[config.mk]
export PLATFORM = sky130hd
export DESIGN_NAME = cwdf_ctrl
export DESIGN_NICKNAME = d
export VERILOG_FILES = /design/src/design/cwdf_pkg.sv /design/src/design/cwdf_ctrl.sv
export SDC_FILE = /design/constraint.sdc
export NUM_CORES = 1
export LEC_CHECK = 0
export BUFFER_PORTS_ARGS = -buffer_cell sky130_fd_sc_hd__buf_2
export CAP_MARGIN = 20
export CORE_MARGIN = 5
export CORE_UTILIZATION = 35
export DETAILED_ROUTE_END_ITERATION = 12
export SYNTH_ARGS = -nofsm -noshare
export SYNTH_HDL_FRONTEND = slang
export SYNTH_SLANG_ARGS = --single-unit
[constraint.sdc]
create_clock -name clk -period 5.2 [get_ports clk]
set_input_delay 0.26 -clock clk [delete_from_list [all_inputs] [get_ports clk]]
set_output_delay 0.26 -clock clk [all_outputs]
set_load 0.02 [all_outputs]
[src/design/cwdf_pkg.sv]
`timescale 1ns / 1ps
// ----------------------------------------------------------------------------
// cwdf_pkg
// Types, codes and saturating arithmetic shared by the ladder filter modules.
// ----------------------------------------------------------------------------
package cwdf_pkg;

  localparam int MaxSec = 64;
  localparam int SecW   = 6;
  localparam int WaveW  = 32;
  localparam int CoefW  = 18;
  localparam int NumCoef = 7;

  // coefficient selectors
  localparam logic [2:0] CS_G11   = 3'd0;
  localparam logic [2:0] CS_G12   = 3'd1;
  localparam logic [2:0] CS_G2    = 3'd2;
  localparam logic [2:0] CS_G3    = 3'd3;
  localparam logic [2:0] CS_G41   = 3'd4;
  localparam logic [2:0] CS_G42   = 3'd5;
  localparam logic [2:0] CS_SCALE = 3'd6;

  // commands
  localparam logic CMD_SAMPLE = 1'b0;
  localparam logic CMD_LOAD   = 1'b1;

  // configuration register indexes
  localparam logic CFG_INPUT_GAIN = 1'b0;
  localparam logic CFG_HELIC_GAIN = 1'b1;

  localparam logic [WaveW-1:0] WMAX = 32'h7FFF_FFFF;
  localparam logic [WaveW-1:0] WMIN = 32'h8000_0000;

  typedef logic [WaveW-1:0] wave_t;
  typedef logic [CoefW-1:0] coef_t;
  typedef logic [SecW-1:0]  sec_t;

  typedef struct packed {
    logic        command;
    logic [5:0]  section_index;
    logic [2:0]  coef_select;
    logic [31:0] coef_value;
    logic [23:0] sample;
  } in_item_t;

  typedef struct packed {
    logic [5:0]  section_out;
    logic [31:0] displacement;
    logic        last_section;
  } out_item_t;

  // one backward-sweep record per section
  typedef struct packed {
    wave_t a21;
    wave_t b44;
    wave_t b30;
    wave_t b33;
    wave_t b20;
    wave_t b23;
    wave_t b14;
  } scr_t;

  typedef enum logic [5:0] {
    ST_IDLE,
    ST_D0, ST_D1,
    ST_B0, ST_B1, ST_B2, ST_B3, ST_B4, ST_B5, ST_B6, ST_B7, ST_B8, ST_B9,
    ST_B10, ST_B11, ST_B12,
    ST_F0, ST_F1, ST_F2, ST_F3, ST_F4, ST_F5, ST_F6, ST_F7, ST_F8, ST_F9,
    ST_F10, ST_F11, ST_F12, ST_F13, ST_F14, ST_F15, ST_F16, ST_F17, ST_F18,
    ST_F19, ST_F20,
    ST_H0, ST_H1, ST_H2, ST_H3,
    ST_CLR
  } step_t;

  typedef struct packed {
    step_t step;
    sec_t  sec;
    logic  first;
    logic  last;
    logic  start;
    logic  load;
  } cmd_t;

  typedef struct packed {
    logic out_busy;
  } sts_t;

  function automatic wave_t sadd(input wave_t a, input wave_t b);
    logic [WaveW:0] s;
    begin
      s = {a[WaveW-1], a} + {b[WaveW-1], b};
      if (s[WaveW] != s[WaveW-1]) return s[WaveW] ? WMIN : WMAX;
      return s[WaveW-1:0];
    end
  endfunction

  function automatic wave_t ssub(input wave_t a, input wave_t b);
    logic [WaveW:0] s;
    begin
      s = {a[WaveW-1], a} - {b[WaveW-1], b};
      if (s[WaveW] != s[WaveW-1]) return s[WaveW] ? WMIN : WMAX;
      return s[WaveW-1:0];
    end
  endfunction

  function automatic wave_t sneg(input wave_t a);
    begin
      if (a == WMIN) return WMAX;
      return wave_t'(-a);
    end
  endfunction

  // floor shift of a 65-bit product, then saturate to a wave
  function automatic wave_t mfin(input logic signed [64:0] p, input logic [4:0] sh);
    logic signed [64:0] q;
    begin
      q = p >>> sh;
      if (q[64:WaveW-1] == {(66-WaveW){q[64]}}) return q[WaveW-1:0];
      return q[64] ? WMIN : WMAX;
    end
  endfunction

endpackage

[src/design/cwdf_ctrl.sv]
`timescale 1ns / 1ps
// ----------------------------------------------------------------------------
// cwdf_ctrl
// Step sequencer: clears the tables after reset, then walks the backward
// sweep, forward sweep and helicotrema update, one step per cycle unless output stalls.
// ----------------------------------------------------------------------------
module cwdf_ctrl #(
  parameter int NUM_SECTIONS = 64
) (
  input  logic           clk,
  input  logic           rst_n,
  input  logic           in_valid,
  input  logic           in_command,
  output logic           in_ready,
  input  cwdf_pkg::sts_t sts,
  output cwdf_pkg::cmd_t cmd
);

  localparam cwdf_pkg::sec_t LastSec = cwdf_pkg::SecW'(NUM_SECTIONS - 1);

  cwdf_pkg::step_t state_r, state_nxt;
  cwdf_pkg::sec_t  sec_r, sec_nxt;
  logic            accept;

  assign accept = in_valid && (state_r == cwdf_pkg::ST_IDLE);

  always_comb begin
    state_nxt = state_r;
    sec_nxt   = sec_r;
    case (state_r)
      cwdf_pkg::ST_CLR: begin
        if (sec_r == LastSec) begin
          state_nxt = cwdf_pkg::ST_IDLE;
          sec_nxt   = '0;
        end else begin
          sec_nxt = sec_r + 1'b1;
        end
      end
      cwdf_pkg::ST_IDLE: begin
        if (accept && in_command == cwdf_pkg::CMD_SAMPLE) state_nxt = cwdf_pkg::ST_D0;
      end
      cwdf_pkg::ST_D1: begin
        state_nxt = cwdf_pkg::ST_B0;
        sec_nxt   = LastSec;
      end
      cwdf_pkg::ST_B12: begin
        if (sec_r == '0) begin
          state_nxt = cwdf_pkg::ST_F0;
        end else begin
          state_nxt = cwdf_pkg::ST_B0;
          sec_nxt   = sec_r - 1'b1;
        end
      end
      cwdf_pkg::ST_F20: begin
        if (!sts.out_busy) begin
          if (sec_r == LastSec) begin
            state_nxt = cwdf_pkg::ST_H0;
          end else begin
            state_nxt = cwdf_pkg::ST_F0;
            sec_nxt   = sec_r + 1'b1;
          end
        end
      end
      cwdf_pkg::ST_H3: begin
        state_nxt = cwdf_pkg::ST_IDLE;
        sec_nxt   = '0;
      end
      default: begin
        state_nxt = cwdf_pkg::step_t'(state_r + 6'd1);
      end
    endcase
  end

  always_comb begin
    in_ready  = (state_r == cwdf_pkg::ST_IDLE);
    cmd.step  = state_r;
    cmd.sec   = sec_r;
    cmd.first = (sec_r == '0);
    cmd.last  = (sec_r == LastSec);
    cmd.start = accept && (in_command == cwdf_pkg::CMD_SAMPLE);
    cmd.load  = accept && (in_command == cwdf_pkg::CMD_LOAD);
  end

  always_ff @(posedge clk) begin
    if (!rst_n) begin
      state_r <= cwdf_pkg::ST_CLR;
      sec_r   <= '0;
    end else begin
      state_r <= state_nxt;
      sec_r   <= sec_nxt;
    end
  end

endmodule

==> metrics.log <==
[metrics] layout-stage area growth over the synthesis result: 11.98%
[metrics] Ant. Diodes: 0
[metrics] standard-cell rows: 20
[metrics] initial antenna violation count: 0
[metrics] Floorplan Core Area: 0.003003 mm²
[metrics] multiplexer share of the synthesized area: 0.009217
[metrics] I/O pin cnt: 22
[metrics] initial standard-cell utilization of the core: 0.3617
[metrics] share of the synthesized area in compound gates (AO/OA/AOI/OAI): 0.2615
[metrics] Clk Latency, worst-skew pair: 280 ps
[metrics] final critical-path required period: 2289 ps
[metrics] Yosys reg bits: 12
[metrics] actual slew at the worst max-slew pin: 707.8 ps
[metrics] gp weighted congestion: 0.8767
[metrics] dominant register cell in the synthesized netlist: sky130_fd_sc_hd__dfxtp_1
[metrics] worst slew margin relative to its limit: 0.5264
[metrics] post-detailed-route via-to-cell ratio: 6.026
[metrics] status: completed
[metrics] average wire per standard cell: 15.42 µm
[metrics] dpl hpwl: 2.251 mm
[metrics] H-tree level count: 1
[metrics] vias in the first global route: 1034
[metrics] Synth Area in Adders: 0.08065
[metrics] number of gates resized after CTS: 0
[metrics] largest net degree at the start of global routing: 14
[metrics] die area: 0.004317 mm²
[metrics] pins over their slew limit: 0
[metrics] input/output buffers: 21
[metrics] Clock Sink Count: 12
[metrics] via count: 1145
[metrics] final worst slack: 2911 ps
[metrics] dominant combinational cell family by area after synthesis: simple AND/OR/NAND/NOR gates
[metrics] first-pass GRT wire length: 4.885 mm
[metrics] leakage power summed over all cells: 0.5787 nW
[metrics] Hold Crit Class: in -> reg
[metrics] number of different library cells in the post-synthesis netlist: 47
[metrics] CP Capture Type: flop
[metrics] top cell types by occurrence after synthesis: sky130_fd_sc_hd__nand2_1 (16), sky130_fd_sc_hd__dfxtp_1 (12), sky130_fd_sc_hd__nand3_1 (8), sky130_fd_sc_hd__o21ai_1 (8)
[metrics] drt drc: 0
[metrics] post-place setup slack: 2947 ps
[metrics] total overflow reported by the global router: 0
[metrics] sequential cell area fraction in the yosys report: 0.2212
[metrics] Die Ht: 65.71 µm
[metrics] net total in the final layout: 170
[metrics] count of TritonRoute iterations in the first routing pass: 4
[metrics] kind of launch point of the worst setup path: flop
[metrics] clock tree from TritonCTS: built
[metrics] Post-CTS Setup Repair Bufs: 0
[metrics] library cell used as clock root buffer: sky130_fd_sc_hd__clkbuf_4
[metrics] Avg Cell Area, Syn: 7.702 µm²
[metrics] Iter 0 DRT Violations: 96
[metrics] worst endpoint data arrival time: 2470 ps
[metrics] setup repair after global routing missed its margin: false
[metrics] maximum buffer depth of the clock tree: 2
[metrics] cts bufs inserted: 3
[metrics] number of warnings reported in the yosys synthesis log: 0
[metrics] Synth top area share: 0.2212
[metrics] cell type contributing the most total cell area after synthesis: sky130_fd_sc_hd__dfxtp_1
[metrics] simple logic cell fraction of the synthesized area: 0.3191
[metrics] share of the clock period used by the worst path after layout: 0.4402
[metrics] number of hold violations in the final report: 0
[metrics] highest net fanout along the worst path: 13
[metrics] biggest area contributors in the synthesized netlist: sky130_fd_sc_hd__dfxtp_1 (22%), sky130_fd_sc_hd__ha_1 (8.1%), sky130_fd_sc_hd__nand2_1 (5.5%)
[metrics] Cells after Synth: 141
[metrics] WL final: 2.929 mm
[metrics] number of flops mapped to enable cells by yosys: 0
[metrics] post-synthesis xor/xnor area fraction: 0.03226
[metrics] total routing usage reported by global routing: 0.1437
[metrics] post-route core utilization: 0.4050
[metrics] required time at the endpoint of the critical path: 5380 ps
[metrics] max-capacitance violation count: 0
[metrics] most used standard cell by instance count after synthesis: sky130_fd_sc_hd__nand2_1
[metrics] clock transition at the registers of the reported paths: 80 ps
[metrics] Net Count, Synth: 153
[metrics] Highest Clock Rate: 436.9 MHz
[metrics] post-cts hold buffer count: 0
[metrics] Post-Route Skew: 0.4764 ps
[metrics] final antenna-violating net count: 0
[metrics] total standard cell area after synthesis: 0.001086 mm²
[metrics] fraction of layout cells with a size suffix above 1: 0.2166
[metrics] die outline width: 65.71 µm
[metrics] aggregate negative setup slack: 0 ps
[metrics] setup-violating endpoint count in the final report: 0
[metrics] maximum VDD drop: 0.0002906 V
[metrics] number of filler cells placed in the layout: 318
[metrics] share of flip-flops with an asynchronous set or reset after synthesis: 0
[metrics] category of the critical setup timing path: reg -> reg
[metrics] pwr dens: 637.7 mW/mm²
-- sequential cells by signal, summed over array words and instances, names as in the netlist --
signal,count
sec_r,6
state_r,6
-- cell families (layout without fill, tap and decap cells) --
logic type | after synthesis | count (layout)
xor+xnor | 4 | 4
flops | 12 | 12
fa+ha+maj | 7 | 7
buf+inv | 17 | 33
compound gates | 41 | 41
simple gates | 59 | 59
mux | 1 | 1
-- area by class of cell --
class	count	area, µm²	share of cell area
Timing Repair Buffer	21	105.1	0.08642
Clock buffer	4	36.28	0.02984
Tap cell	33	41.29	0.03395
Inverter	8	30.03	0.02469
Sequential cell	12	240.2	0.1975
Multi-Input combinational cell	112	763.2	0.6276
-- power breakdown --
part	switching, W	internal, W	leakage [nW]	total [W]
combinational	0.000286	0.000207	0.459	0.000493
clock	0.0000347	0.0000426	0.0210	0.0000773
sequential	0.0000764	0.000129	0.0992	0.000205
-- cell usage in the layout, fill, tap and decap left out, types with 2 or more instances in the layout --
master                     Yosys  final
sky130_fd_sc_hd__inv_1         6      6
sky130_fd_sc_hd__nand3_1       8      8
sky130_fd_sc_hd__clkbuf_4      0      3
sky130_fd_sc_hd__o211ai_1      3      3
sky130_fd_sc_hd__o211a_1       2      2
sky130_fd_sc_hd__a21o_1        2      2
sky130_fd_sc_hd__o21ai_1       8      8
sky130_fd_sc_hd__xor2_1        3      3
sky130_fd_sc_hd__ha_1          7      7
sky130_fd_sc_hd__buf_2         3     21
sky130_fd_sc_hd__a21oi_1       7      7
sky130_fd_sc_hd__or3b_1        2      2
sky130_fd_sc_hd__nor2_1        6      6
sky130_fd_sc_hd__nor3_1        2      2
sky130_fd_sc_hd__o21ai_0       4      4
sky130_fd_sc_hd__inv_2         2      2
sky130_fd_sc_hd__and3_1        7      7
sky130_fd_sc_hd__nand2_1      16     16
sky130_fd_sc_hd__and3b_1       2      2
sky130_fd_sc_hd__a221oi_1      2      2
sky130_fd_sc_hd__nand4_1       3      3
sky130_fd_sc_hd__dfxtp_1      12     12
sky130_fd_sc_hd__and4_4        2      2
sky130_fd_sc_hd__a31oi_1       4      4
-- worst max-delay path, cell delays in order (launching register included) --
cell	delay (ps)
sky130_fd_sc_hd__dfxtp_1	410
sky130_fd_sc_hd__ha_1	250
sky130_fd_sc_hd__nand4b_1	130
sky130_fd_sc_hd__nor2_1	570
sky130_fd_sc_hd__or4_4	250
sky130_fd_sc_hd__and4_4	300
sky130_fd_sc_hd__o211ai_1	100
sky130_fd_sc_hd__and3_1	180
-- metal layers --
layer,routed length [µm],global-route usage
met1,1305,0.1794
met2,1425,0.2403
met3,175,0.04444
met4,23,0.03109
met5,0,0
-- through the flow --
| step | cells | hold slack, ps | power [W] | cell area, µm² |
|---|---|---|---|---|
| finish | 190 | 261.7 | 0.0007755 | 1216 |
| global route | 190 | 290.5 | 0.0008463 | 1216 |
| CTS | 190 | 260.2 | 0.0007765 | 1216 |
| detailed placement | 186 | 552.2 | 0.0006981 | 1180 |
| global placement | 186 | 537.1 | 0.0006868 | 1180 |
| floorplan | 141 | 398.9 | 0.0005975 | 1086 |
-- worst paths after layout --
kind              startpoint    endpoint  slack (ps)  cells past startpoint
setup / recovery  state_r[1]    sec_r[5]        2910                      7
hold / removal           sts  state_r[5]         260                      2
setup reg to reg  state_r[1]    sec_r[5]        2910                      7
hold reg to reg   state_r[1]  state_r[1]         620                      2
(Power assumes the default switching activity.)
